`src/hdl/ceel_pkg.sv`:
```
// Shared types, widths and codes of the coalescing error event log.
// No dependencies; used by the interfaces, every module and the checker.
package ceel_pkg;

	localparam int HISTORY_DEPTH_DEF = 16;

	localparam int MODE_W     = 2;
	localparam int SOURCE_W   = 4;
	localparam int CODE_W     = 16;
	localparam int SEVERITY_W = 2;
	localparam int TIME_W     = 32;
	localparam int RIDX_W     = 4;
	localparam int ACTION_W   = 3;
	localparam int RPT_W      = 16;
	localparam int ENTRIES_W  = 5;
	localparam int TOTAL_W    = 32;

	localparam logic [TIME_W-1:0] WINDOW_RESET = 32'd100;
	localparam logic [RPT_W-1:0]  REPEAT_MAX   = 16'hFFFF;

	typedef enum logic [MODE_W-1:0] {
		MODE_REPORT = 2'd0,
		MODE_CLEAR  = 2'd1,
		MODE_READ   = 2'd2,
		MODE_UNUSED = 2'd3
	} mode_t;

	typedef enum logic [ACTION_W-1:0] {
		ACT_IGNORED   = 3'd0,
		ACT_NEW       = 3'd1,
		ACT_COALESCED = 3'd2,
		ACT_CLEARED   = 3'd3,
		ACT_READ      = 3'd4
	} action_t;

	// Identity of an event; source sits in the top bits.
	typedef struct packed {
		logic [SOURCE_W-1:0]   source;
		logic [CODE_W-1:0]     code;
		logic [SEVERITY_W-1:0] severity;
	} hist_tag_t;

	// One history entry as it is stored in memory.
	typedef struct packed {
		hist_tag_t           tag;
		logic [TIME_W-1:0]   stamp;
		logic [RPT_W-1:0]    rpt;
	} hist_entry_t;

endpackage

```
`src/hdl/ceel_in_if.sv`:
```
// Input channel of the error event log: one event, clear or read request per word.
// Depends on ceel_pkg for field widths.
interface ceel_in_if;
	logic                                valid;
	logic                                ready;
	logic [ceel_pkg::MODE_W-1:0]         mode;
	logic [ceel_pkg::SOURCE_W-1:0]       source;
	logic [ceel_pkg::CODE_W-1:0]         code;
	logic [ceel_pkg::SEVERITY_W-1:0]     severity;
	logic [ceel_pkg::TIME_W-1:0]         event_time;
	logic [ceel_pkg::RIDX_W-1:0]         read_index;

	modport source_mp (output valid, mode, source, code, severity, event_time, read_index,
		input ready);
	modport sink (input valid, mode, source, code, severity, event_time, read_index,
		output ready);
endinterface

```
`src/hdl/ceel_out_if.sv`:
```
// Result channel of the error event log: one record word per accepted input word.
// Depends on ceel_pkg for field widths.
interface ceel_out_if;
	logic                                valid;
	logic                                ready;
	logic [ceel_pkg::ACTION_W-1:0]       action;
	logic                                rec_valid;
	logic [ceel_pkg::SOURCE_W-1:0]       rec_source;
	logic [ceel_pkg::CODE_W-1:0]         rec_code;
	logic [ceel_pkg::SEVERITY_W-1:0]     rec_severity;
	logic [ceel_pkg::TIME_W-1:0]         rec_time;
	logic [ceel_pkg::RPT_W-1:0]          rec_repeat;
	logic [ceel_pkg::ENTRIES_W-1:0]      stored_entries;
	logic [ceel_pkg::TOTAL_W-1:0]        total_reports;

	modport source (output valid, action, rec_valid, rec_source, rec_code, rec_severity,
		rec_time, rec_repeat, stored_entries, total_reports, input ready);
	modport sink (input valid, action, rec_valid, rec_source, rec_code, rec_severity,
		rec_time, rec_repeat, stored_entries, total_reports, output ready);
endinterface

```
`src/hdl/ceel_cfg_if.sv`:
```
// Configuration write channel carrying the coalescing window in ms.
// Depends on ceel_pkg for the data width.
interface ceel_cfg_if;
	logic                            valid;
	logic                            ready;
	logic [ceel_pkg::TIME_W-1:0]     data;

	modport source (output valid, data, input ready);
	modport sink (input valid, data, output ready);
endinterface

```
`src/hdl/ceel_hist_mem.sv`:
```
// History memory of the event log: one write port and one registered read port.
// Depends on ceel_pkg for the entry type.
module ceel_hist_mem #(
	parameter int DEPTH = ceel_pkg::HISTORY_DEPTH_DEF,
	localparam int AW = $clog2(DEPTH)
) (
	input  logic                  clk,
	input  logic                  rd_en,
	input  logic [AW-1:0]         rd_addr,
	output ceel_pkg::hist_entry_t rd_data,
	input  logic                  wr_en,
	input  logic [AW-1:0]         wr_addr,
	input  ceel_pkg::hist_entry_t wr_data
);
	import ceel_pkg::*;

	hist_entry_t mem [DEPTH];

	// Synchronous write and read; read data holds until the next read.
	always_ff @(posedge clk) begin
		if (wr_en) begin
			mem[wr_addr] <= wr_data;
		end
		if (rd_en) begin
			rd_data <= mem[rd_addr];
		end
	end
endmodule

```
`src/hdl/ceel_engine.sv`:
```
// Read-modify-write sequencer of the event log: pointers, counters and the result register.
// Depends on ceel_pkg and the channel interfaces; drives the ports of ceel_hist_mem.
module ceel_engine #(
	parameter int DEPTH = ceel_pkg::HISTORY_DEPTH_DEF,
	localparam int AW = $clog2(DEPTH)
) (
	input  logic                          clk,
	input  logic                          arst_n,
	ceel_in_if.sink                       in_ch,
	ceel_out_if.source                    out_ch,
	input  logic [ceel_pkg::TIME_W-1:0]   window,
	output logic                          rd_en,
	output logic [AW-1:0]                 rd_addr,
	input  ceel_pkg::hist_entry_t         rd_data,
	output logic                          wr_en,
	output logic [AW-1:0]                 wr_addr,
	output ceel_pkg::hist_entry_t         wr_data
);
	import ceel_pkg::*;

	localparam int CW = $clog2(DEPTH + 1);
	localparam int IW = (CW > RIDX_W) ? CW : RIDX_W;
	localparam int SW = IW + 1;
	localparam logic [AW-1:0] LAST = AW'(DEPTH - 1);
	localparam logic [CW-1:0] FULL = CW'(DEPTH);
	localparam logic [SW-1:0] DEPTH_S = SW'(DEPTH);

	typedef enum logic {ST_IDLE, ST_EXEC} state_t;

	state_t                state_q;
	logic [AW-1:0]         wp_q;
	logic [CW-1:0]         cnt_q;
	logic [TOTAL_W-1:0]    total_q;

	// Request captured at acceptance.
	mode_t                 mode_q;
	hist_tag_t             tag_q;
	logic [TIME_W-1:0]     stamp_q;
	logic                  hit_q;
	logic [AW-1:0]         slot_q;

	// Result register.
	logic                  out_valid_q;
	action_t               action_q;
	logic                  rec_valid_q;
	hist_entry_t           rec_q;
	logic [ENTRIES_W-1:0]  entries_q;
	logic [TOTAL_W-1:0]    total_out_q;

	logic                  accept;
	mode_t                 in_mode;
	logic [AW-1:0]         newest;
	logic [AW-1:0]         oldest;
	logic                  age_ok;
	logic [SW-1:0]         age_sum;
	logic [SW-1:0]         age_slot;
	logic                  hit_d;

	logic                  out_free;
	logic                  finish;
	action_t               act_d;
	logic                  rec_v_d;
	hist_entry_t           rec_d;
	logic                  wr_need;
	logic [AW-1:0]         wr_slot;
	logic [AW-1:0]         wp_n;
	logic [CW-1:0]         cnt_n;
	logic [TOTAL_W-1:0]    total_n;
	logic [TIME_W-1:0]     dt;
	logic                  coalesce;

	assign in_ch.ready = (state_q == ST_IDLE);
	assign accept      = in_ch.valid && in_ch.ready;
	assign in_mode     = mode_t'(in_ch.mode);

	// Slot addressing: newest entry, and the entry of a given age counted from the oldest.
	always_comb begin
		newest   = (wp_q == '0) ? LAST : (wp_q - AW'(1));
		oldest   = (cnt_q == FULL) ? wp_q : '0;
		age_ok   = IW'(in_ch.read_index) < IW'(cnt_q);
		age_sum  = SW'(oldest) + SW'(in_ch.read_index);
		age_slot = (age_sum >= DEPTH_S) ? (age_sum - DEPTH_S) : age_sum;
		hit_d    = (in_mode == MODE_READ) ? age_ok : (cnt_q != '0);
	end

	assign rd_addr = (in_mode == MODE_READ) ? AW'(age_slot) : newest;
	assign rd_en   = accept && hit_d && (in_mode != MODE_CLEAR);

	// Capture the request next to the memory read it starts.
	always_ff @(posedge clk or negedge arst_n) begin
		if (!arst_n) begin
			mode_q  <= MODE_REPORT;
			tag_q   <= '0;
			stamp_q <= '0;
			hit_q   <= 1'b0;
			slot_q  <= '0;
		end else if (accept) begin
			mode_q  <= in_mode;
			tag_q   <= '{source: in_ch.source, code: in_ch.code, severity: in_ch.severity};
			stamp_q <= in_ch.event_time;
			hit_q   <= hit_d;
			slot_q  <= rd_addr;
		end
	end

	// Modify step: decide the action and the new entry from the word read back.
	assign dt       = stamp_q - rd_data.stamp;
	assign coalesce = hit_q && (rd_data.tag == tag_q) && (dt <= window);

	always_comb begin
		act_d   = ACT_IGNORED;
		rec_v_d = hit_q;
		rec_d   = rd_data;
		wr_need = 1'b0;
		wr_slot = wp_q;
		wp_n    = wp_q;
		cnt_n   = cnt_q;
		total_n = total_q;
		unique case (mode_q)
			MODE_CLEAR: begin
				act_d   = ACT_CLEARED;
				rec_v_d = 1'b0;
				wp_n    = '0;
				cnt_n   = '0;
				total_n = '0;
			end
			MODE_READ: begin
				act_d = ACT_READ;
			end
			MODE_REPORT, MODE_UNUSED: begin
				if (mode_q == MODE_REPORT && tag_q.code != '0) begin
					total_n = total_q + TOTAL_W'(1);
					rec_v_d = 1'b1;
					wr_need = 1'b1;
					if (coalesce) begin
						act_d     = ACT_COALESCED;
						wr_slot   = slot_q;
						rec_d.rpt = (rd_data.rpt == REPEAT_MAX) ? rd_data.rpt
							: (rd_data.rpt + RPT_W'(1));
					end else begin
						act_d = ACT_NEW;
						rec_d = '{tag: tag_q, stamp: stamp_q, rpt: RPT_W'(1)};
						wp_n  = (wp_q == LAST) ? '0 : (wp_q + AW'(1));
						cnt_n = (cnt_q == FULL) ? cnt_q : (cnt_q + CW'(1));
					end
				end
			end
		endcase
	end

	assign out_free = !out_valid_q || out_ch.ready;
	assign finish   = (state_q == ST_EXEC) && out_free;

	// Write-back happens in the same cycle the result is registered.
	assign wr_en   = finish && wr_need;
	assign wr_addr = wr_slot;
	assign wr_data = rec_d;

	// Sequencer state, pointers and the result register.
	always_ff @(posedge clk or negedge arst_n) begin
		if (!arst_n) begin
			state_q     <= ST_IDLE;
			wp_q        <= '0;
			cnt_q       <= '0;
			total_q     <= '0;
			out_valid_q <= 1'b0;
			action_q    <= ACT_IGNORED;
			rec_valid_q <= 1'b0;
			rec_q       <= '0;
			entries_q   <= '0;
			total_out_q <= '0;
		end else begin
			unique case (state_q)
				ST_IDLE: begin
					// A result word that is taken while idle leaves the register empty.
					if (out_ch.ready) begin
						out_valid_q <= 1'b0;
					end
					if (accept) begin
						state_q <= ST_EXEC;
					end
				end
				ST_EXEC: begin
					// A stalled result word stays put until the register frees up.
					if (out_free) begin
						state_q     <= ST_IDLE;
						wp_q        <= wp_n;
						cnt_q       <= cnt_n;
						total_q     <= total_n;
						out_valid_q <= 1'b1;
						action_q    <= act_d;
						rec_valid_q <= rec_v_d;
						rec_q       <= rec_v_d ? rec_d : '0;
						entries_q   <= ENTRIES_W'(cnt_n);
						total_out_q <= total_n;
					end
				end
			endcase
		end
	end

	assign out_ch.valid          = out_valid_q;
	assign out_ch.action         = action_q;
	assign out_ch.rec_valid      = rec_valid_q;
	assign out_ch.rec_source     = rec_q.tag.source;
	assign out_ch.rec_code       = rec_q.tag.code;
	assign out_ch.rec_severity   = rec_q.tag.severity;
	assign out_ch.rec_time       = rec_q.stamp;
	assign out_ch.rec_repeat     = rec_q.rpt;
	assign out_ch.stored_entries = entries_q;
	assign out_ch.total_reports  = total_out_q;
endmodule

```
`src/hdl/coalescing_error_event_log.sv`:
```
// Top level of the coalescing error event log: window register, sequencer and history memory.
// Depends on ceel_pkg, the channel interfaces, ceel_hist_mem and ceel_engine.
//
//   channel  dir  payload
//   in_ch    in   mode, source, code, severity, event_time, read_index
//   out_ch   out  action, rec_* record, stored_entries, total_reports
//   cfg      in   data = coalesce window in ms (reset 100)
//
// Each input word is first read from the history memory, then modified, written
// back and registered as the result word. The input takes a new word only after
// the word in work has finished.
// A full result register stalls the write-back step until the result is taken.
// Reset clears pointers and counters and sets the window to 100 ms; history
// entries are not cleared.
module coalescing_error_event_log #(
	parameter int HISTORY_DEPTH = ceel_pkg::HISTORY_DEPTH_DEF
) (
	input  logic        clk,
	input  logic        arst_n,
	ceel_in_if.sink     in_ch,
	ceel_out_if.source  out_ch,
	ceel_cfg_if.sink    cfg
);
	import ceel_pkg::*;

	localparam int AW = $clog2(HISTORY_DEPTH);

	logic [TIME_W-1:0] window_q;
	logic              rd_en;
	logic [AW-1:0]     rd_addr;
	hist_entry_t       rd_data;
	logic              wr_en;
	logic [AW-1:0]     wr_addr;
	hist_entry_t       wr_data;

	// Coalescing window register; writes are always taken.
	assign cfg.ready = 1'b1;

	always_ff @(posedge clk or negedge arst_n) begin
		if (!arst_n) begin
			window_q <= WINDOW_RESET;
		end else if (cfg.valid) begin
			window_q <= cfg.data;
		end
	end

	ceel_hist_mem #(
		.DEPTH(HISTORY_DEPTH)
	) u_hist_mem (
		.clk    (clk),
		.rd_en  (rd_en),
		.rd_addr(rd_addr),
		.rd_data(rd_data),
		.wr_en  (wr_en),
		.wr_addr(wr_addr),
		.wr_data(wr_data)
	);

	ceel_engine #(
		.DEPTH(HISTORY_DEPTH)
	) u_engine (
		.clk    (clk),
		.arst_n (arst_n),
		.in_ch  (in_ch),
		.out_ch (out_ch),
		.window (window_q),
		.rd_en  (rd_en),
		.rd_addr(rd_addr),
		.rd_data(rd_data),
		.wr_en  (wr_en),
		.wr_addr(wr_addr),
		.wr_data(wr_data)
	);
endmodule

```
`src/flat_wrapper.sv`:
```
// flat-port wrapper written by rule: the top's interface ports become plain ports
module coalescing_error_event_log_flat import ceel_pkg::*;
#(
	parameter int HISTORY_DEPTH = ceel_pkg::HISTORY_DEPTH_DEF
)
  (clk, arst_n, in_ch_valid, in_ch_mode, in_ch_source, in_ch_code, in_ch_severity, in_ch_event_time, in_ch_read_index, in_ch_ready, out_ch_valid, out_ch_action, out_ch_rec_valid, out_ch_rec_source, out_ch_rec_code, out_ch_rec_severity, out_ch_rec_time, out_ch_rec_repeat, out_ch_stored_entries, out_ch_total_reports, out_ch_ready, cfg_valid, cfg_data, cfg_ready);
  ceel_in_if in_ch_i ();
  ceel_out_if out_ch_i ();
  ceel_cfg_if cfg_i ();
  input  logic clk;
  input  logic arst_n;
  input wire logic [$bits(in_ch_i.valid)-1:0] in_ch_valid;
  input wire logic [$bits(in_ch_i.mode)-1:0] in_ch_mode;
  input wire logic [$bits(in_ch_i.source)-1:0] in_ch_source;
  input wire logic [$bits(in_ch_i.code)-1:0] in_ch_code;
  input wire logic [$bits(in_ch_i.severity)-1:0] in_ch_severity;
  input wire logic [$bits(in_ch_i.event_time)-1:0] in_ch_event_time;
  input wire logic [$bits(in_ch_i.read_index)-1:0] in_ch_read_index;
  output wire logic [$bits(in_ch_i.ready)-1:0] in_ch_ready;
  output wire logic [$bits(out_ch_i.valid)-1:0] out_ch_valid;
  output wire logic [$bits(out_ch_i.action)-1:0] out_ch_action;
  output wire logic [$bits(out_ch_i.rec_valid)-1:0] out_ch_rec_valid;
  output wire logic [$bits(out_ch_i.rec_source)-1:0] out_ch_rec_source;
  output wire logic [$bits(out_ch_i.rec_code)-1:0] out_ch_rec_code;
  output wire logic [$bits(out_ch_i.rec_severity)-1:0] out_ch_rec_severity;
  output wire logic [$bits(out_ch_i.rec_time)-1:0] out_ch_rec_time;
  output wire logic [$bits(out_ch_i.rec_repeat)-1:0] out_ch_rec_repeat;
  output wire logic [$bits(out_ch_i.stored_entries)-1:0] out_ch_stored_entries;
  output wire logic [$bits(out_ch_i.total_reports)-1:0] out_ch_total_reports;
  input wire logic [$bits(out_ch_i.ready)-1:0] out_ch_ready;
  input wire logic [$bits(cfg_i.valid)-1:0] cfg_valid;
  input wire logic [$bits(cfg_i.data)-1:0] cfg_data;
  output wire logic [$bits(cfg_i.ready)-1:0] cfg_ready;
  assign in_ch_i.valid = in_ch_valid;
  assign in_ch_i.mode = in_ch_mode;
  assign in_ch_i.source = in_ch_source;
  assign in_ch_i.code = in_ch_code;
  assign in_ch_i.severity = in_ch_severity;
  assign in_ch_i.event_time = in_ch_event_time;
  assign in_ch_i.read_index = in_ch_read_index;
  assign in_ch_ready = in_ch_i.ready;
  assign out_ch_valid = out_ch_i.valid;
  assign out_ch_action = out_ch_i.action;
  assign out_ch_rec_valid = out_ch_i.rec_valid;
  assign out_ch_rec_source = out_ch_i.rec_source;
  assign out_ch_rec_code = out_ch_i.rec_code;
  assign out_ch_rec_severity = out_ch_i.rec_severity;
  assign out_ch_rec_time = out_ch_i.rec_time;
  assign out_ch_rec_repeat = out_ch_i.rec_repeat;
  assign out_ch_stored_entries = out_ch_i.stored_entries;
  assign out_ch_total_reports = out_ch_i.total_reports;
  assign out_ch_i.ready = out_ch_ready;
  assign cfg_i.valid = cfg_valid;
  assign cfg_i.data = cfg_data;
  assign cfg_ready = cfg_i.ready;
  coalescing_error_event_log #(.HISTORY_DEPTH(HISTORY_DEPTH)) u_core (.clk(clk), .arst_n(arst_n), .in_ch(in_ch_i), .out_ch(out_ch_i), .cfg(cfg_i));
endmodule
```
`config.mk`:
```
export PLATFORM = sky130hd
export DESIGN_NAME = coalescing_error_event_log_flat
export DESIGN_NICKNAME = d
export VERILOG_FILES = /design/src/hdl/ceel_pkg.sv /design/src/hdl/ceel_in_if.sv /design/src/hdl/ceel_out_if.sv /design/src/hdl/ceel_cfg_if.sv /design/src/hdl/ceel_hist_mem.sv /design/src/hdl/ceel_engine.sv /design/src/hdl/coalescing_error_event_log.sv /design/src/flat_wrapper.sv
export SDC_FILE = /design/constraint.sdc
export NUM_CORES = 1
export LEC_CHECK = 0
export BUFFER_PORTS_ARGS = -buffer_cell sky130_fd_sc_hd__buf_4
export CAP_MARGIN = 5
export CORE_MARGIN = 2
export CORE_UTILIZATION = 35
export DETAILED_ROUTE_END_ITERATION = 8
export SLEW_MARGIN = 20
export SYNTH_ARGS = -nofsm -noshare
export SYNTH_HDL_FRONTEND = slang
export SYNTH_SLANG_ARGS = --single-unit
```
`constraint.sdc`:
```
create_clock -name clk -period 14.5 [get_ports clk]
set_input_delay 2.9 -clock clk [delete_from_list [all_inputs] [get_ports clk]]
set_output_delay 2.9 -clock clk [all_outputs]
set_load 0.005 [all_outputs]
```
==> summary.txt, run 1 <==
Run status
  – Status: complete, no violations

Route
  – Starting DRT DRC Count: approximately 3.0k
  – First drt pass iteration count: 5
  – Total Wirelength: 147000 um
  – Vias per cell: 5.27
  – Routed len/inst: 24.8 um
  – DRT antenna net count: 0
  – Drt drc: 0
  – DR vias: ~31k

Cells and area
  – Layout Nets: 3800
  – Non-filler cells, final: about 5.9k
  – Most common cell after layout, fill and taps aside: edfxtp_1
  – Layout fillers: roughly 15k
  – Area delta synth->final: 16.3%
  – Fraction of layout cells with a size suffix above 1: 0.237
  – Design area: 66700 sq um
  – Post-layout util: 0.410
  – Most frequent cells in the layout: edfxtp_1 (1190), nand2_1 (340), mux4_2 (280), buf_4 (275), dfrtp_1 (207)

Clocking
  – Hold_buf cts: 0
  – Post-CTS setup buffers: 0
  – CTS root buf: clkbuf_16
  – Clock-pin slew on the worst setup and hold paths: around 0.060 ns
  – TritonCTS clock tree: yes
  – Post-CTS sizing: 0
  – Clk sinks: roughly 1.4k
  – Clk buf depth: 3
  – Clock latency at the later pin of the worst-skew pair: 0.81 ns
  – H-tree levels: 4
  – TritonCTS buffer count: between 100 and 150

Power and ir drop
  – Power density over the cells: approximately 220 nW/um^2
  – Leakage: ~23 nW
  – Peak VDD IR: between 0.15 and 0.2 mV

Logic synthesis
  – Number of synthesized flops with an enable pin: 1190
  – Cell Area, Synth: 57400 sq um
  – Netlist cell types: 75
  – Asr flop ratio synth: 0.150
  – Syn_area_per_cell: 17.1 sq um
  – Predominant post-synthesis flop cell: edfxtp_1
  – Mapped Cells: about 3.4k
  – Net Count, Synth: 3536
  – Synthesized flop and latch total: 1400
  – Synth warn: 0
  – Seq/Total Area, Yosys: 0.714

Floorplan
  – DIE AREA: 167000 sq um
  – Num ports: between 200 and 250
  – Die X: 409 um
  – Core ar.: 163000 sq um
  – # rows: 148
  – Chip height: approximately 410 um
  – Initial Utilization: 0.353

Global routing
  – All-Layer GR Usage: 0.174
  – GRT met1 Usage: 0.242
  – Initial antenna violation count: 8
  – First-pass GRT wire length: ~210000 um
  – GRT Max-Usage Layer: met2
  – M2 GR Usage: 0.278
  – Grt met3 use: 0.0336
  – Grt ovf: 0
  – Vias in the first global route: between 30k and 40k
  – Largest net degree at the start of global routing: between 100 and 150

Timing
  – Final hold violation count: 0
  – Setup repair after global routing missed its margin: no
  – Clk_skew: between 0.05 and 0.06 ns
  – Post-route setup slack: roughly 7 ns
  – Rel. slew slack: 0.213
  – Final setup violation count: 0
  – Setup TNS: 0 ns
  – Tcrit/Tclk final: 0.518
  – Measured slew at the worst slew-check pin: 1.17 ns
  – Minimum clock period: about 7.5 ns
  – Max-slew violation count: 0
  – FMAX: roughly 130 MHz

Placed design
  – Placed insts: 5645
  – I/O Buffers: between 200 and 250
  – Pre-CTS setup slack: between 6 and 7 ns
  – Cell area after placement: ~62000 sq um
  – Placer congestion estimate: a little under 0.8
  – Detailed Place HPWL: 83300 um

Min path
  – Hold WC Path Type: reg -> reg

Flow run
  – Number of max-cap violations: 0

Setup path
  – Crit path kind: reg -> reg
  – Arr. time, crit path: a little under 8 ns
  – Crit-path max FO: 34
  – WP data required: around 15 ns
  – Startpoint types: register
  – Critical Path Sink Type: register
flip-flops by register name (all words and copies together) (netlist names):
register                               count
u_core.u_engine.hit_q                      1
u_core.u_engine.mode_q                     2
u_core.u_engine.out_ch.action              3
u_core.u_engine.out_ch.rec_code           16
u_core.u_engine.out_ch.rec_repeat         16
u_core.u_engine.out_ch.rec_severity        2
u_core.u_engine.out_ch.rec_source          4
u_core.u_engine.out_ch.rec_time           32
u_core.u_engine.out_ch.rec_valid           1
u_core.u_engine.out_ch.stored_entries      5
u_core.u_engine.out_ch.valid               1
u_core.u_engine.slot_q                     4
u_core.u_engine.stamp_q                   32
u_core.u_engine.state_q                    1
u_core.u_engine.tag_q                     22
u_core.u_engine.total_q                   32
u_core.u_engine.wp_q                       4
u_core.u_hist_mem.mem                   1120
u_core.u_hist_mem.rd_data                 70
u_core.window_q                           32
cells by family after synthesis:
| kind of cell | Yosys count | synth area share |
|---|---|---|
| DFF | 1400 | 0.714 |
| adders and majority gates | 82 | 0.0181 |
| xor gates and xnor gates | 87 | 0.0133 |
| AOI/OAI and AO/OA | 462 | 0.0537 |
| muxes | 354 | 0.123 |
| other | 1 | 0.0000653 |
| buffers and inverters | 247 | 0.0184 |
| and+or+nand+nor | 724 | 0.0596 |
synth_stat cells, types with 9 or more instances:
master | number | area [sq um]
and3_1 | 21 | 131
a21oi_1 | 123 | 616
and2_1 | 9 | 56.3
a211oi_1 | 75 | 563
edfxtp_1 | 1190 | 35700
ha_1 | 80 | 1000
nand2b_1 | 14 | 87.6
buf_1 | 10 | 37.5
buf_2 | 38 | 190
nor3_1 | 13 | 65.1
o21a_1 | 11 | 82.6
nand4_1 | 26 | 163
a22o_1 | 62 | 543
xnor2_1 | 40 | 350
o21ai_2 | 30 | 263
clkbuf_1 | 104 | 390
a21o_1 | 10 | 75.1
dfrtp_1 | 207 | 5180
nor2_1 | 92 | 345
inv_1 | 82 | 308
mux2i_1 | 72 | 721
o31ai_1 | 9 | 67.6
nor2b_1 | 83 | 519
xor2_1 | 47 | 412
o21ai_0 | 89 | 445
nand2_1 | 342 | 1280
nand3_1 | 49 | 245
mux4_2 | 280 | 6310
nand2_2 | 36 | 225
nor4_1 | 13 | 81.3
layer usage:
layer	wire [um]	up-vias
met2	70500	1030
met1	63000	16322
li1	-	13658
met3	9180	217
met5	0	-
met4	4020	0
worst paths after layout:
check | cells past startpoint | endpoint | slack (ns) | startpoint
min | 1 | u_core.u_engine.out_ch.rec_valid$_DFFE_PN0P_ | 0.49 | u_core.u_engine.out_ch.rec_valid$_DFFE_PN0P_
min reg2reg | 1 | u_core.u_engine.out_ch.rec_valid$_DFFE_PN0P_ | 0.49 | u_core.u_engine.out_ch.rec_valid$_DFFE_PN0P_
min in group asynchronous | 1 | u_core.u_engine.out_ch.rec_code[8]$_DFFE_PN0P_ | 2.07 | arst_n
max | 24 | u_core.u_hist_mem.mem[1][64]$_DFFE_PP_ | 6.98 | u_core.u_hist_mem.rd_data[17]$_DFFE_PP_
max reg2reg | 24 | u_core.u_hist_mem.mem[1][64]$_DFFE_PP_ | 6.98 | u_core.u_hist_mem.rd_data[17]$_DFFE_PP_
max in group asynchronous | 2 | u_core.window_q[18]$_DFFE_PN0P_ | 11.14 | arst_n
stage by stage:
stage,power (W),hold WS [ns]
floorplan,0.00952,0.470
global placement,0.0112,0.462
detailed placement,0.0113,0.477
CTS,0.0151,0.492
global route,0.0157,0.506
finish,0.0149,0.490
where the power goes:
group | internal [W] | switching, W
clock | 0.00214 | 0.00165
combinational | 0.00202 | 0.00326
sequential | 0.00554 | 0.000302
total | 0.00969 | 0.00521
final cells by class:
class,instances,area (sq um),area share
sequential,1400,41000,0.614
clock buffer,187,3890,0.0583
multi-input combinational,1710,15700,0.235
timing repair buffer,279,2150,0.0322
clock inverter,88,1010,0.0152
inverter,82,308,0.00461
tap,2175,2720,0.0408
antenna,2,5.00,0.0000750
worst max-delay path: stages, from the launching register on:
cell	delay, ns
edfxtp_1	0.41
inv_1	0.11
ha_1	0.22
nor2b_1	0.14
o31a_1	0.24
o21ai_0	0.34
a21oi_1	0.23
a21oi_1	0.36
o21ai_0	0.26
and2_1	0.24
o211ai_1	0.19
o211ai_1	0.13
ha_1	0.35
nand4_1	0.17
nor4_1	0.40
and3_1	0.22
a21oi_1	0.13
nor2_1	0.20
nand2_1	0.16
nor2_4	0.15
buf_4	0.50
nand3_1	0.24
o21ai_4	0.32
buf_4	0.59
buf_4	0.71
(Power assumes the default switching activity.)
==> run 2, diff against run 1 <==
Settings changed: ABC_AREA set to 1.
Clock period 14.5 ns to 6.1 ns, I/O delays scaled along.
==> run 2 against run 1 <==
Net effect: clock skew fell by 0.024 ns; wire length rose by 17%; register-to-register slack got worse by 6.6 ns; power rose by 130%.
==> summary.txt, run 2 <==
Run status
  – Status: complete, no violations

Timing
  – FMAX: between 150 and 200 MHz
  – Max-slew violation count: 0
  – Setup TNS: 0 ns
  – Measured slew at the worst slew-check pin: approximately 1.1 ns
  – Rel. slew slack: 0.277
  – Final hold violation count: 0
  – Setup repair after global routing missed its margin: no
  – Minimum clock period: about 5.7 ns
  – Tcrit/Tclk final: 0.930
  – Clk_skew: about 0.027 ns
  – Final setup violation count: 0
  – Worst hold-check slack: about 0.45 ns

Setup path
  – RR Endpoint: u_core.u_hist_mem.mem[3][49]$_DFFE_PP_
  – Crit path largest cell delay: about 0.46 ns
  – Crit. Startpoint: u_core.u_hist_mem.rd_data[16]$_DFFE_PP_
  – Startpoint types: register
  – Flop2flop setup slack: between 0.4 and 0.5 ns
  – Crit path kind: reg -> reg
  – Reg2reg path depth: 25
  – WP data required: about 6.7 ns
  – Arr. time, crit path: 6.22 ns
  – Crit-path max FO: 28
  – Worst path slowest cell: nand2_4
  – Critical register-to-register path startpoint: u_core.u_hist_mem.rd_data[16]$_DFFE_PP_
  – Critical Path Sink Type: register
  – Most used cell along the critical path: nand2_1

Logic synthesis
  – Netlist cell types: 47
  – Number of synthesized flops with an enable pin: about 1.2k
  – Post-synth top area cell: edfxtp_1
  – Most frequent cells after synthesis: edfxtp_1 (1190), o21ai_0 (841), nand2_1 (665)
  – Seq/Total Area, Yosys: 0.678
  – Synthesized flop and latch total: about 1.4k
  – Asr flop ratio synth: 0.150
  – Top-count cell post-synth: edfxtp_1
  – Mapped Cells: between 5k and 6k
  – Cell Area, Synth: approximately 60000 sq um
  – Net Count, Synth: roughly 5.5k
  – Syn_area_per_cell: 11.3 sq um
  – Synth warn: 0
  – Share of the synthesized area in the top cell type: 0.591
  – Synth top area cells: edfxtp_1 (59%), dfrtp_1 (8.6%), o21ai_0 (7.0%)
  – Predominant post-synthesis flop cell: edfxtp_1

Cells and area
  – Area delta synth->final: 16.1%
  – Most common cell after layout, fill and taps aside: edfxtp_1
  – Non-filler cells, final: ~8k
  – Most frequent cells in the layout: edfxtp_1 (1190), o21ai_0 (800), nand2_1 (664), a21oi_1 (607), inv_1 (552)
  – Top flop regs: u_core.u_hist_mem.mem: 1120 flops, u_core.u_hist_mem.rd_data: 70 flops
  – Diodes inserted: 0
  – Layout Nets: between 5k and 6k
  – Biggest register: u_core.u_hist_mem.mem
  – Max reg flops: between 1k and 1.5k
  – Design area: 70200 sq um
  – Fraction of layout cells with a size suffix above 1: 0.111

Route
  – Drt drc: 0
  – Routed len/inst: approximately 22 um
  – Total Wirelength: 172000 um
  – Vias per cell: between 5 and 6
  – DR vias: a little over 40k
  – DRT antenna net count: 0
  – First drt pass iteration count: 7
  – Starting DRT DRC Count: 4351

Power and ir drop
  – Total power draw: ~0.034 W
  – Peak VDD IR: between 0.4 and 0.5 mV
  – Power density over the cells: 490 nW/um^2
  – Leakage: around 26 nW

Clocking
  – Clk sinks: 1400
  – Clk buf depth: 3
  – H-tree levels: 4
  – Clock latency at the later pin of the worst-skew pair: 0.78 ns
  – TritonCTS buffer count: approximately 140
  – Post-CTS sizing: 0
  – CTS root buf: clkbuf_16
  – Post-CTS setup buffers: 0
  – Clock-pin slew on the worst setup and hold paths: roughly 0.060 ns
  – TritonCTS clock tree: yes
  – Hold_buf cts: 0

Floorplan
  – Chip height: about 420 um
  – Core ar.: about 170000 sq um
  – Num ports: 211
  – DIE AREA: between 150000 and 200000 sq um
  – # rows: between 150 and 200
  – Die X: ~420 um
  – Initial Utilization: 0.352

Placed design
  – Placer congestion estimate: a little under 0.9
  – Cell area after placement: about 65000 sq um
  – Detailed Place HPWL: 105000 um
  – I/O Buffers: 209
  – Placed insts: between 7k and 8k

Min path
  – Hold WC Path Type: in -> async

Global routing
  – Grt ovf: 0
  – First-pass GRT wire length: between 200000 and 300000 um
  – Largest net degree at the start of global routing: approximately 160
  – Vias in the first global route: ~40k
  – Initial antenna violation count: 1
  – All-Layer GR Usage: 0.193

Flow run
  – Number of max-cap violations: 0
run 2: critical path, delay by kind of cell, from the launching register on:
kind	cells	cell delay (ns)
buffers and inverters	4	1.00
adders and majority gates	3	0.88
AOI/OAI and AO/OA	6	1.21
xor gates and xnor gates	1	0.19
DFF	1	0.40
and+or+nand+nor	11	1.69
run 2: logic make-up (layout without fill, tap and decap cells):
group / Yosys count / count (layout) / synth area share
AOI/OAI and AO/OA: 1839 / 1839 / 0.164
xor gates and xnor gates: 65 / 65 / 0.00941
adders and majority gates: 82 / 82 / 0.0172
buffers and inverters: 875 / 1200 / 0.0584
DFF: 1400 / 1400 / 0.678
muxes: 1 / 1 / 0.000186
other: 1 / 1 / 0.0000620
and+or+nand+nor: 1087 / 1087 / 0.0733
run 2: layer usage:
layer  vias to the layer above  share of wire  GRT usage
li1                      19431              -          -
met1                     20518           0.43      0.267
met2                      1395           0.47      0.311
met3                       225          0.068     0.0323
met4                         0          0.025     0.0555
met5                         -              0          0
run 2: cell type report:
type                            count  area [sq um]
Fill cell                       16103        102000
Sequential cell                  1400         41000
Multi-Input combinational cell   3075         16200
Clock buffer                      184          3850
Timing Repair Buffer              381          3360
Tap cell                         2310          2890
Inverter                          560          2110
Clock inverter                     75           845
run 2: worst max-delay path by stage:
stage                                                          to  slack, ns  cells past startpoint
after global routing      u_core.u_hist_mem.mem[11][19]$_DFFE_PP_       0.02                     23
after CTS                  u_core.u_hist_mem.mem[5][17]$_DFFE_PP_       0.12                     23
after global placement     u_core.u_hist_mem.mem[5][39]$_DFFE_PP_       0.17                     24
final                      u_core.u_hist_mem.mem[3][49]$_DFFE_PP_       0.43                     25
after detailed placement   u_core.u_hist_mem.mem[5][19]$_DFFE_PP_       0.17                     23
after floorplan            u_core.u_hist_mem.mem[10][0]$_DFFE_PP_      -0.95                     25
run 2: metrics by stage:
step | util | setup WS, ns
CTS | 0.409 | 0.122
finish | 0.409 | 0.429
detailed placement | 0.381 | 0.174
global route | 0.409 | 0.0164
global placement | 0.381 | 0.171
floorplan | - | -0.946
run 2: power breakdown:
| part | total [W] | internal, W | switching, W | leakage (nW) |
|---|---|---|---|---|
| Combinational | 0.0131 | 0.00390 | 0.00917 | 10.4 |
| Clock | 0.00886 | 0.00512 | 0.00374 | 2.28 |
| Sequential | 0.0125 | 0.0121 | 0.000422 | 13.5 |
